[config.mk]
export PLATFORM = sky130hd
export DESIGN_NAME = pcg32_random_with_range
export DESIGN_NICKNAME = d
export VERILOG_FILES = /design/src/sv/pcg_pkg.sv /design/src/sv/pcg_dp.sv /design/src/sv/pcg_ctrl.sv /design/src/sv/pcg32_random_with_range.sv
export SDC_FILE = /design/constraint.sdc
export NUM_CORES = 2
export LEC_CHECK = 0
export BUFFER_PORTS_ARGS = -buffer_cell sky130_fd_sc_hd__buf_2
export CAP_MARGIN = 20
export CORE_UTILIZATION = 40
export DETAILED_ROUTE_END_ITERATION = 6
export MAX_ROUTING_LAYER = met4
export PLACE_DENSITY = 0.65
export SLEW_MARGIN = 20
export SYNTH_ARGS = -nofsm -noshare
export SYNTH_HDL_FRONTEND = slang
export SYNTH_HIERARCHICAL = 1
export SYNTH_SLANG_ARGS = --single-unit
[constraint.sdc]
create_clock -name i_clk -period 13.7 [get_ports i_clk]
set_input_delay 0 -clock i_clk [delete_from_list [all_inputs] [get_ports i_clk]]
set_output_delay 0 -clock i_clk [all_outputs]
set_load 0.02 [all_outputs]
[src/sv/pcg_pkg.sv]
// ----------------------------------------------------------------------------
// PCG32 generator package
// Shared constants, command and status types for controller and datapath.
// ----------------------------------------------------------------------------
`default_nettype none

package pcg_pkg;

    localparam int unsigned WordW    = 32;
    localparam int unsigned StateW   = 64;
    localparam int unsigned DivSteps = WordW;
    localparam int unsigned CntW     = $clog2(DivSteps);

    localparam logic [StateW-1:0] PcgMult = 64'd6364136223846793005;

    // request codes
    localparam logic [1:0] OP_RAW32 = 2'd0;
    localparam logic [1:0] OP_RAW64 = 2'd1;
    localparam logic [1:0] OP_RANGE = 2'd2;

    // LCG update steps on the shared 32x32 multiplier
    typedef enum logic [2:0] {
        MS_NONE,
        MS_P0,
        MS_P1,
        MS_P2,
        MS_UPD
    } t_mstep;

    // result accumulator loads
    typedef enum logic [2:0] {
        ACC_HOLD,
        ACC_ZERO,
        ACC_LOWIN,
        ACC_WORD,
        ACC_HI,
        ACC_LO,
        ACC_MOD
    } t_acc;

    typedef struct packed {
        logic   load_seed;
        logic   clear_state;
        logic   add_seed;
        logic   cap_in;
        t_mstep mstep;
        t_acc   acc;
        logic   div_init;
        logic   div_step;
        logic   out_load;
    } t_cmd;

    typedef struct packed {
        logic [1:0] op;
        logic       empty;
        logic       full_range;
    } t_sts;

endpackage

`default_nettype wire

[src/sv/pcg_dp.sv]
// ----------------------------------------------------------------------------
// PCG32 datapath
// LCG state with a shared 32x32 multiplier, XSH-RR output, serial modulo.
// ----------------------------------------------------------------------------
`default_nettype none

module pcg_dp (
    input  wire logic                          i_clk,
    input  wire logic                          i_rst_n,
    input  wire pcg_pkg::t_cmd                 i_cmd,
    output pcg_pkg::t_sts                      o_sts,
    input  wire logic [pcg_pkg::StateW-1:0]    i_seed_value,
    input  wire logic [1:0]                    i_operation,
    input  wire logic signed [pcg_pkg::WordW-1:0] i_range_low,
    input  wire logic signed [pcg_pkg::WordW-1:0] i_range_high,
    output logic [pcg_pkg::StateW-1:0]         o_random_value
);

    localparam int unsigned W = pcg_pkg::WordW;
    localparam int unsigned S = pcg_pkg::StateW;

    logic [S-1:0]   r_seed;
    logic [S-1:0]   r_lcg;
    logic [S-1:0]   r_prod0;
    logic [W-1:0]   r_cross;
    logic [W-1:0]   r_word;
    logic [S-1:0]   r_acc;
    logic [S-1:0]   r_out;
    logic [1:0]     r_op;
    logic [W-1:0]   r_low;
    logic [W-1:0]   r_high;
    logic [W-1:0]   r_size;
    logic [W-1:0]   r_dvd;
    logic [W-1:0]   r_rem;

    logic [S-1:0]   inc;
    logic [W-1:0]   mul_a;
    logic [W-1:0]   mul_b;
    logic [S-1:0]   prod;
    logic [S-1:0]   xsh;
    logic [W-1:0]   xs;
    logic [4:0]     rot;
    logic [2*W-1:0] rot_dbl;
    logic [W-1:0]   out_word;
    logic [W:0]     trial;
    logic [W:0]     trial_sub;

    assign inc = {r_seed[S-2:0], 1'b1};

    // operand select for the partial products of state * multiplier
    always_comb begin
        mul_a = r_lcg[W-1:0];
        mul_b = pcg_pkg::PcgMult[W-1:0];
        case (i_cmd.mstep)
            pcg_pkg::MS_P1: begin
                mul_a = r_lcg[S-1:W];
            end
            pcg_pkg::MS_P2: begin
                mul_b = pcg_pkg::PcgMult[S-1:W];
            end
            default: begin
            end
        endcase
    end

    assign prod = S'(mul_a) * S'(mul_b);

    // XSH-RR output from the current state
    assign xsh      = (r_lcg >> 18) ^ r_lcg;
    assign xs       = xsh[W+26:27];
    assign rot      = r_lcg[S-1:S-5];
    assign rot_dbl  = {xs, xs} >> rot;
    assign out_word = rot_dbl[W-1:0];

    // restoring remainder step
    assign trial     = {r_rem, r_dvd[W-1]};
    assign trial_sub = trial - {1'b0, r_size};

    assign o_sts.op         = r_op;
    assign o_sts.empty      = $signed(r_low) >= $signed(r_high);
    assign o_sts.full_range = (r_size == '0);
    assign o_random_value   = r_out;

    always_ff @(posedge i_clk) begin
        if (!i_rst_n) begin
            r_seed <= '0;
        end else if (i_cmd.load_seed) begin
            r_seed <= i_seed_value;
        end
    end

    always_ff @(posedge i_clk) begin
        if (i_cmd.clear_state) begin
            r_lcg <= '0;
        end else if (i_cmd.add_seed) begin
            r_lcg <= r_lcg + r_seed;
        end else if (i_cmd.mstep == pcg_pkg::MS_UPD) begin
            r_lcg <= r_prod0 + {r_cross, {W{1'b0}}} + inc;
        end

        case (i_cmd.mstep)
            pcg_pkg::MS_P0: begin
                r_prod0 <= prod;
                r_word  <= out_word;
            end
            pcg_pkg::MS_P1: begin
                r_cross <= prod[W-1:0];
            end
            pcg_pkg::MS_P2: begin
                r_cross <= r_cross + prod[W-1:0];
            end
            default: begin
            end
        endcase

        if (i_cmd.cap_in) begin
            r_op   <= i_operation;
            r_low  <= i_range_low;
            r_high <= i_range_high;
            r_size <= i_range_high - i_range_low + W'(1);
        end

        if (i_cmd.div_init) begin
            r_dvd <= r_word;
            r_rem <= '0;
        end else if (i_cmd.div_step) begin
            r_dvd <= {r_dvd[W-2:0], 1'b0};
            if (!trial_sub[W]) begin
                r_rem <= trial_sub[W-1:0];
            end else begin
                r_rem <= trial[W-1:0];
            end
        end

        case (i_cmd.acc)
            pcg_pkg::ACC_ZERO:  r_acc <= '0;
            pcg_pkg::ACC_LOWIN: r_acc <= {{W{1'b0}}, r_low};
            pcg_pkg::ACC_WORD:  r_acc <= {{W{1'b0}}, r_word};
            pcg_pkg::ACC_HI:    r_acc[S-1:W] <= r_word;
            pcg_pkg::ACC_LO:    r_acc[W-1:0] <= r_word;
            pcg_pkg::ACC_MOD:   r_acc <= {{W{1'b0}}, r_low + r_rem};
            default: begin
            end
        endcase

        if (i_cmd.out_load) begin
            r_out <= r_acc;
        end
    end

endmodule

`default_nettype wire

[src/sv/pcg_ctrl.sv]
// ----------------------------------------------------------------------------
// PCG32 controller
// Sequences seeding, draws, the serial modulo and the output handoff.
// ----------------------------------------------------------------------------
`default_nettype none

module pcg_ctrl (
    input  wire logic   i_clk,
    input  wire logic   i_rst_n,
    input  wire logic   i_valid,
    output logic        o_ready,
    output logic        o_valid,
    input  wire logic   i_ready,
    input  wire logic   i_cfg_valid,
    output logic        o_cfg_ready,
    input  wire pcg_pkg::t_sts i_sts,
    output pcg_pkg::t_cmd      o_cmd
);

    typedef enum logic [3:0] {
        S_IDLE,
        S_SEED0,
        S_ADDSEED,
        S_DECODE,
        S_MUL0,
        S_MUL1,
        S_MUL2,
        S_UPD,
        S_DIV,
        S_DIVEND,
        S_FIN
    } t_state;

    typedef enum logic [2:0] {
        K_SEED_A,
        K_SEED_B,
        K_RAW32,
        K_HI,
        K_LO,
        K_RANGE
    } t_kind;

    t_state                   r_state, n_state;
    t_kind                    r_kind, n_kind;
    logic [pcg_pkg::CntW-1:0] r_cnt, n_cnt;
    logic                     r_out_valid, n_out_valid;

    assign o_cfg_ready = (r_state == S_IDLE);
    assign o_ready     = (r_state == S_IDLE) && !i_cfg_valid;
    assign o_valid     = r_out_valid;

    always_comb begin
        n_state = r_state;
        n_kind  = r_kind;
        n_cnt   = r_cnt;
        o_cmd   = '{
            load_seed:   1'b0,
            clear_state: 1'b0,
            add_seed:    1'b0,
            cap_in:      1'b0,
            mstep:       pcg_pkg::MS_NONE,
            acc:         pcg_pkg::ACC_HOLD,
            div_init:    1'b0,
            div_step:    1'b0,
            out_load:    1'b0
        };

        unique case (r_state)
            S_IDLE: begin
                if (i_cfg_valid) begin
                    o_cmd.load_seed = 1'b1;
                    n_state         = S_SEED0;
                end else if (i_valid) begin
                    o_cmd.cap_in = 1'b1;
                    n_state      = S_DECODE;
                end
            end
            S_SEED0: begin
                o_cmd.clear_state = 1'b1;
                n_kind            = K_SEED_A;
                n_state           = S_MUL0;
            end
            S_ADDSEED: begin
                o_cmd.add_seed = 1'b1;
                n_kind         = K_SEED_B;
                n_state        = S_MUL0;
            end
            S_DECODE: begin
                case (i_sts.op)
                    pcg_pkg::OP_RAW32: begin
                        n_kind  = K_RAW32;
                        n_state = S_MUL0;
                    end
                    pcg_pkg::OP_RAW64: begin
                        n_kind  = K_HI;
                        n_state = S_MUL0;
                    end
                    pcg_pkg::OP_RANGE: begin
                        if (i_sts.empty) begin
                            o_cmd.acc = pcg_pkg::ACC_LOWIN;
                            n_state   = S_FIN;
                        end else begin
                            n_kind  = K_RANGE;
                            n_state = S_MUL0;
                        end
                    end
                    default: begin
                        o_cmd.acc = pcg_pkg::ACC_ZERO;
                        n_state   = S_FIN;
                    end
                endcase
            end
            S_MUL0: begin
                o_cmd.mstep = pcg_pkg::MS_P0;
                n_state     = S_MUL1;
            end
            S_MUL1: begin
                o_cmd.mstep = pcg_pkg::MS_P1;
                n_state     = S_MUL2;
            end
            S_MUL2: begin
                o_cmd.mstep = pcg_pkg::MS_P2;
                n_state     = S_UPD;
            end
            S_UPD: begin
                o_cmd.mstep = pcg_pkg::MS_UPD;
                unique case (r_kind)
                    K_SEED_A: n_state = S_ADDSEED;
                    K_SEED_B: n_state = S_IDLE;
                    K_RAW32: begin
                        o_cmd.acc = pcg_pkg::ACC_WORD;
                        n_state   = S_FIN;
                    end
                    K_HI: begin
                        o_cmd.acc = pcg_pkg::ACC_HI;
                        n_kind    = K_LO;
                        n_state   = S_MUL0;
                    end
                    K_LO: begin
                        o_cmd.acc = pcg_pkg::ACC_LO;
                        n_state   = S_FIN;
                    end
                    K_RANGE: begin
                        // full 2^32 range: hand back the raw word
                        if (i_sts.full_range) begin
                            o_cmd.acc = pcg_pkg::ACC_WORD;
                            n_state   = S_FIN;
                        end else begin
                            o_cmd.div_init = 1'b1;
                            n_cnt          = '0;
                            n_state        = S_DIV;
                        end
                    end
                    default: n_state = S_IDLE;
                endcase
            end
            S_DIV: begin
                o_cmd.div_step = 1'b1;
                n_cnt          = r_cnt + 1'b1;
                if (r_cnt == pcg_pkg::CntW'(pcg_pkg::DivSteps - 1)) begin
                    n_state = S_DIVEND;
                end
            end
            S_DIVEND: begin
                o_cmd.acc = pcg_pkg::ACC_MOD;
                n_state   = S_FIN;
            end
            S_FIN: begin
                // hold until the output register is free
                if (!r_out_valid || i_ready) begin
                    o_cmd.out_load = 1'b1;
                    n_state        = S_IDLE;
                end
            end
            default: n_state = S_IDLE;
        endcase

        if (o_cmd.out_load) begin
            n_out_valid = 1'b1;
        end else if (r_out_valid && i_ready) begin
            n_out_valid = 1'b0;
        end else begin
            n_out_valid = r_out_valid;
        end
    end

    always_ff @(posedge i_clk) begin
        if (!i_rst_n) begin
            r_state     <= S_SEED0;
            r_kind      <= K_SEED_A;
            r_cnt       <= '0;
            r_out_valid <= 1'b0;
        end else begin
            r_state     <= n_state;
            r_kind      <= n_kind;
            r_cnt       <= n_cnt;
            r_out_valid <= n_out_valid;
        end
    end

endmodule

`default_nettype wire

[src/sv/pcg32_random_with_range.sv]
// A request yields a 32-bit word, the raw word for the full 2^32 range, a 64-bit
// word from two draws, or a ranged integer from the serial remainder unit; an
// empty range returns the low bound and an unused code returns zero, without a draw.
// One request at a time: the next can be taken the cycle after the result loads;
// each draw steps through S_MUL0, S_MUL1, S_MUL2 and S_UPD on the shared 32x32 multiplier.
// Synchronous active-low reset clears the seed and reseeds from it; a seed write loads and reseeds.
// ----------------------------------------------------------------------------
// PCG32 random generator with ranged integers
// XSH-RR generator with raw 32/64-bit words and bounded integer requests.
// ----------------------------------------------------------------------------
`default_nettype none

module pcg32_random_with_range (
    input  wire logic                               i_clk,
    input  wire logic                               i_rst_n,
    input  wire logic                               i_valid,
    output logic                                    o_ready,
    input  wire logic [1:0]                         i_operation,
    input  wire logic signed [pcg_pkg::WordW-1:0]   i_range_low,
    input  wire logic signed [pcg_pkg::WordW-1:0]   i_range_high,
    output logic                                    o_valid,
    input  wire logic                               i_ready,
    output logic [pcg_pkg::StateW-1:0]              o_random_value,
    input  wire logic                               i_cfg_valid,
    output logic                                    o_cfg_ready,
    input  wire logic [pcg_pkg::StateW-1:0]         i_seed_value
);

    pcg_pkg::t_cmd cmd;
    pcg_pkg::t_sts sts;

    pcg_ctrl u_ctrl (
        .i_clk       (i_clk),
        .i_rst_n     (i_rst_n),
        .i_valid     (i_valid),
        .o_ready     (o_ready),
        .o_valid     (o_valid),
        .i_ready     (i_ready),
        .i_cfg_valid (i_cfg_valid),
        .o_cfg_ready (o_cfg_ready),
        .i_sts       (sts),
        .o_cmd       (cmd)
    );

    pcg_dp u_dp (
        .i_clk          (i_clk),
        .i_rst_n        (i_rst_n),
        .i_cmd          (cmd),
        .o_sts          (sts),
        .i_seed_value   (i_seed_value),
        .i_operation    (i_operation),
        .i_range_low    (i_range_low),
        .i_range_high   (i_range_high),
        .o_random_value (o_random_value)
    );

    // never overwrite a result that has not been taken
    a_out_free: assert property (@(posedge i_clk) disable iff (!i_rst_n)
        cmd.out_load |-> (!o_valid || i_ready))
        else $error("output register overwritten");

    // only one source writes the LCG state in a cycle
    a_state_write: assert property (@(posedge i_clk) disable iff (!i_rst_n)
        $onehot0({cmd.clear_state, cmd.add_seed, cmd.mstep == pcg_pkg::MS_UPD}))
        else $error("conflicting state updates");

    // the remainder unit runs only for a proper ranged request
    a_div_range: assert property (@(posedge i_clk) disable iff (!i_rst_n)
        cmd.div_step |-> (sts.op == pcg_pkg::OP_RANGE && !sts.empty && !sts.full_range))
        else $error("remainder step outside a ranged request");

    // a seed write and a request are never taken together
    a_one_channel: assert property (@(posedge i_clk) disable iff (!i_rst_n)
        !(i_valid && o_ready && i_cfg_valid && o_cfg_ready))
        else $error("request and seed write accepted together");

endmodule

`default_nettype wire
== After elaboration in Yosys (flattened, before gate mapping) ==
Cells that the tools add are included.
Cells by class
  bitwise gates (word level): 1
  reduce and logical (&&, ||, !) cells: 25
  equal/unequal tests: 35
  $add $sub $neg: 9
  shifts and indexed selects: 1
  multiplexer cells: 47
  order comparisons: 1
  multiply operators: 1
Operator list (count)
  $add A64 B64 Y64: 3
  $mux W32: 4
  $mux W64: 2
  $pmux W32 S2: 2
  $pmux W32 S4: 1
  $add A32 B32 Y32: 2
  $shr A64 B5 Y32: 1
  $mul A32 B31 Y63: 1
  $xor A46 B59 Y59: 1
  $pmux W4 S10: 1
  $pmux W3 S4: 3
  $sub A33 B32 Y33: 1
  $add A32 B2 Y32 const B: 1
  $ge A32 B32 Y1: 1
  $logic_not A32 Y1: 1
  $sub A32 B32 Y32: 1
  $mux W29: 1
  $mux W4: 5
  $eq A3 B2 Y1 const B: 6
  $eq A3 B3 Y1 const B: 6
  $pmux W3 S3: 2
  $eq A4 B3 Y1 const B: 4
  $pmux W4 S4: 1
  $mux W1: 15
  other kinds (30): 54
Storage, ports and cells
  word-level logic and storage cells: 138
  flip-flop bits (word level): 559
  input port bits: 135

== Longest topological paths before layout ==
  depth after elaboration: 7
  mapped depth: 44
  depth with buffers taken out: 41

== By module ==
The synthesis kept the hierarchy.
By module, submodules not included
  pcg_dp: times used 1, cells each 5898, area an instance 59304.4 um^2
  pcg_ctrl: times used 1, cells each 140, area an instance 1108.6 um^2

== Least setup slack after synthesis ==
OpenSTA, ideal clock, no wires.
  path kind: register -> register
  start point: register u_ctrl.r_state[0]
  end point: register u_dp.r_cross[28], data pin
  data arrival time: 11346 ps
  period minus slack after synthesis: 11606 ps
  path buffers: 3
  setup slack: 2094 ps
  setup time: 260 ps
  cell stages (with the launch flop): 40
  cells stage by stage: dfxtp_1 > buf_6 > xnor2_1 > nor2_1 > nor2b_1 > nor2b_1 > clkbuf_1 > clkbuf_1 > mux2i_1 > nor2_1 > xnor2_1 > ha_1 > or2_2 > fa_1 > fa_1 > inv_1 > fa_1 > inv_1 > (+4 left out) > fa_1 > inv_1 > ha_1 > a21o_1 > a221o_1 > a21o_1 > a21oi_1 > xnor2_1 > ha_1 > a2111o_1 > a31oi_1 > o21a_1 > a31o_2 > o21ai_0 > o41ai_1 > o21ai_0 > xor2_1 > mux2_2
RTL lines
  from (decl): RTL line pcg_ctrl.sv:43  | t_state r_state, n_state;
  from (signal assigned): RTL line pcg_ctrl.sv:194  | r_state <= n_state;
  to (signal assigned): RTL line pcg_dp.sv:107  | r_cross <= prod[W-1:0];
  to (signal assigned): RTL line pcg_dp.sv:110  | r_cross <= r_cross + prod[W-1:0];
  to (decl): RTL line pcg_dp.sv:25  | logic [W-1:0] r_cross;

==> flow_metrics.tcl <==
set metrics [dict create \
    min_from "i_rst_n" \
    cp_data_required_time_ns 14.12 \
    worst_setup_path_end_kind "flop" \
    seq_area_frac_synth 0.249 \
    drt_iter0_drc 3581 \
    hold_viol_final 0 \
    cts_setup_buffers 0 \
    max_slew_margin 0.184 \
    cp.arrival_ns 11.97 \
    hpwl_um 154000 \
    final_area_sq_um 67300 \
    die_x_um 391 \
    initial_core_util 0.403 \
    h-tree-depth 2 \
    num_io_pins 202 \
    vias_per_cell 5.46 \
    reg2reg_from "u_ctrl/r_state[1]" \
    first_pass_iters 6 \
    ys.warnings.count 6 \
    cts_made_buffers 59 \
    fin_skew_ns 0.0565 \
    criticalPathCategory "flop to flop" \
    status "complete, no violations" \
    syn_area_sq_um 60400 \
    synth_area_leaders "fa_1 (19%), edfxtp_1 (19%), ha_1 (16%), dfxtp_1 (5.7%), inv_1 (5.0%)" \
    async_flop_share 0 \
    vias 45900 \
    ant_nets 0 \
    cts_buffer_depth 3 \
    io_buffers 201 \
    syn2layout_area_growth_pct 11.4 \
    postSynthAreaPerCell_sq_um 10.0 \
    synth-seq-cells 559 \
    cts_root_buf "clkbuf_16" \
    drive_above_1_share 0.0770 \
    cp-start-kind "flop" \
    die_y_um 391 \
    drv_cap 0 \
    hold_depth 3 \
    dieArea_sq_um 153000 \
    tightestPinTransition_ns 1.19 \
    finalWeightedCongestion 1.01 \
    cp_slowest_stage_delay_ns 1.04 \
    antenna_found_initial 5 \
    post_drt_wl_per_cell_um 22.5 \
    timing_max_transition_violations_final 0 \
    gr-total-overflow 0 \
    worst_path_most_repeated_cell "fa_1" \
    post-route-drc-count 0 \
    synthFlopType "edfxtp_1" \
    grt_start_max_net_pins 83 \
    grt_pass1_vias 45600 \
    cts_tree "built" \
    final-seq-area_sq_um 15100 \
    fp.coreArea_sq_um 150000 \
    place_area_sq_um 63700 \
    hold_class "input pin to flop" \
    wl_um 189000 \
    fillerInstances 14300 \
    synth_top_area_share 0.193 \
    ctsHoldBuffers 149 \
    finalCritPeriodShare 0.843 \
    synth_edf_count 386 \
    synth_cells 6038 \
    period_needed_ns 11.55 \
    path_max_fanout 18 \
    cts_resized 0 \
    clk_latency_ns 0.68 \
    grt_pass1_wl_um 281000 \
    cts_num_sinks 559 \
    nets 7833 \
    rr_endpoint "u_dp/r_cross[28]" \
    num_rows 142 \
    synth_top_cell_by_area "fa_1" \
    rsz0062_at_grt "no" \
    min_to "u_ctrl/r_state[0]" \
    groute.usage.overall 0.251 \
    clk_pin_slew_ns 0.06 \
    fmax_ghz 0.0866 \
    crit_slowest_cell "mux2i_1" \
    utilization 0.449 \
    multi_input_area_sq_um 41700 \
    setup-tns-final_ns 0 \
    synth.distinct_cells 97 \
    r2r_cells 34 \
    ff2ff_setup_slack_ns 2.15 \
    setup_violations 0 \
]
## sequential cells by signal, summed over array words and instances (netlist names)
| register | cells |
|---|---|
| u_ctrl/r_kind | 3 |
| u_dp/r_lcg | 64 |
| u_dp/r_high | 32 |
| u_dp/r_prod0 | 64 |
| u_ctrl/o_valid | 1 |
| u_dp/r_acc | 64 |
| u_ctrl/r_state | 4 |
| u_dp/r_dvd | 32 |
| u_dp/r_cross | 32 |
| u_dp/r_low | 32 |
| u_ctrl/r_cnt | 5 |
| u_dp/r_seed | 64 |
| u_dp/o_random_value | 64 |
| u_dp/r_op | 2 |
| u_dp/r_rem | 32 |
| u_dp/r_size | 32 |
| u_dp/r_word | 32 |
## worst max path at each step
stage	cells past startpoint	from	endpoint
2_1_floorplan	39	u_ctrl/r_state[0]	u_dp/r_cross[28]
3_3_place_gp	35	u_ctrl/r_state[0]	u_dp/r_cross[28]
3_5_place_dp	34	u_ctrl/r_state[1]	u_dp/r_cross[28]
4_1_cts	38	u_ctrl/r_state[1]	u_dp/r_cross[28]
5_1_grt	41	u_ctrl/r_state[1]	u_dp/r_cross[31]
6_report	34	u_ctrl/r_state[1]	u_dp/r_cross[28]
## placed cells by master, fill, tap and decap left out, types with 47 or more instances in the layout
cell	synthesis	layout
nand2b_1	50	50
nand2_1	316	314
nor2_1	337	337
o21ai_0	220	220
mux2i_1	195	193
a211oi_1	91	91
nand4_1	57	57
nor2b_1	114	110
buf_4	4	52
xor2_1	112	112
inv_1	812	812
buf_2	14	201
xnor2_1	203	202
ha_1	794	794
a21oi_1	380	379
edfxtp_1	386	386
clkbuf_16	0	59
mux2_2	56	56
and2_1	52	50
dfxtp_1	173	173
nand3_1	65	65
o21bai_1	52	52
a21o_1	221	221
dlygate4sd3_1	0	149
fa_1	582	582
nor3_1	48	47
## final cells by class
type,count,area share
inverters,817,0.0456
repair buffers,402,0.0429
diodes,4,0.000149
flip-flops and latches,559,0.224
well taps,2016,0.0375
clock inverters,42,0.00823
multi-input cells,4483,0.619
clock buffers,70,0.0231
## critical path: cells and delay by family, from the launching register on
family	cells	cell delay, ns
buffers and inverters	7	1.04
DFF	1	0.76
AOI/OAI and AO/OA	4	1.03
and+or+nand+nor	8	2.09
muxes	2	1.31
adders and majority gates	10	4.41
xor gates and xnor gates	3	0.67
## through the flow
stage	setup WS, ns	hold slack, ns	std cells
floorplan	2.09	0.0711	6067
global placement	1.88	0.192	8128
detailed placement	2.25	0.196	8128
CTS	2.24	0.00106	8389
global route	1.50	0.0174	8392
finish	2.15	0.0233	8393
## cell usage after synthesis, types with 56 or more instances
library cell,count
inv_1,812
ha_1,794
fa_1,582
edfxtp_1,386
a21oi_1,380
nor2_1,337
nand2_1,316
a21o_1,221
o21ai_0,220
xnor2_1,203
mux2i_1,195
dfxtp_1,173
clkbuf_1,169
nor2b_1,114
xor2_1,112
a211oi_1,91
nand3_1,65
nand4_1,57
mux2_2,56
## cell families after synthesis
| kind of cell | Yosys count | share of synthesized area |
|---|---|---|
| compound gates | 1316 | 0.142 |
| buf+inv | 1025 | 0.0646 |
| xor+xnor | 315 | 0.0457 |
| flops | 559 | 0.249 |
| mux | 261 | 0.0465 |
| fa+ha+maj | 1376 | 0.357 |
| other cells | 2 | 0.000124 |
| simple gates | 1184 | 0.0948 |
## layer usage
layer / up-vias / wire length [um] / GRT usage
li1: 21500 / - / -
met5: - / 0 / -
met1: 22500 / 79500 / 0.316
met3: 292 / 11400 / 0.0312
met4: 0 / 8150 / 0.0943
met2: 1488 / 89600 / 0.411
Power is not shown: default switching activity piles up to over one toggle a cycle in this logic, so the estimate is an artifact.
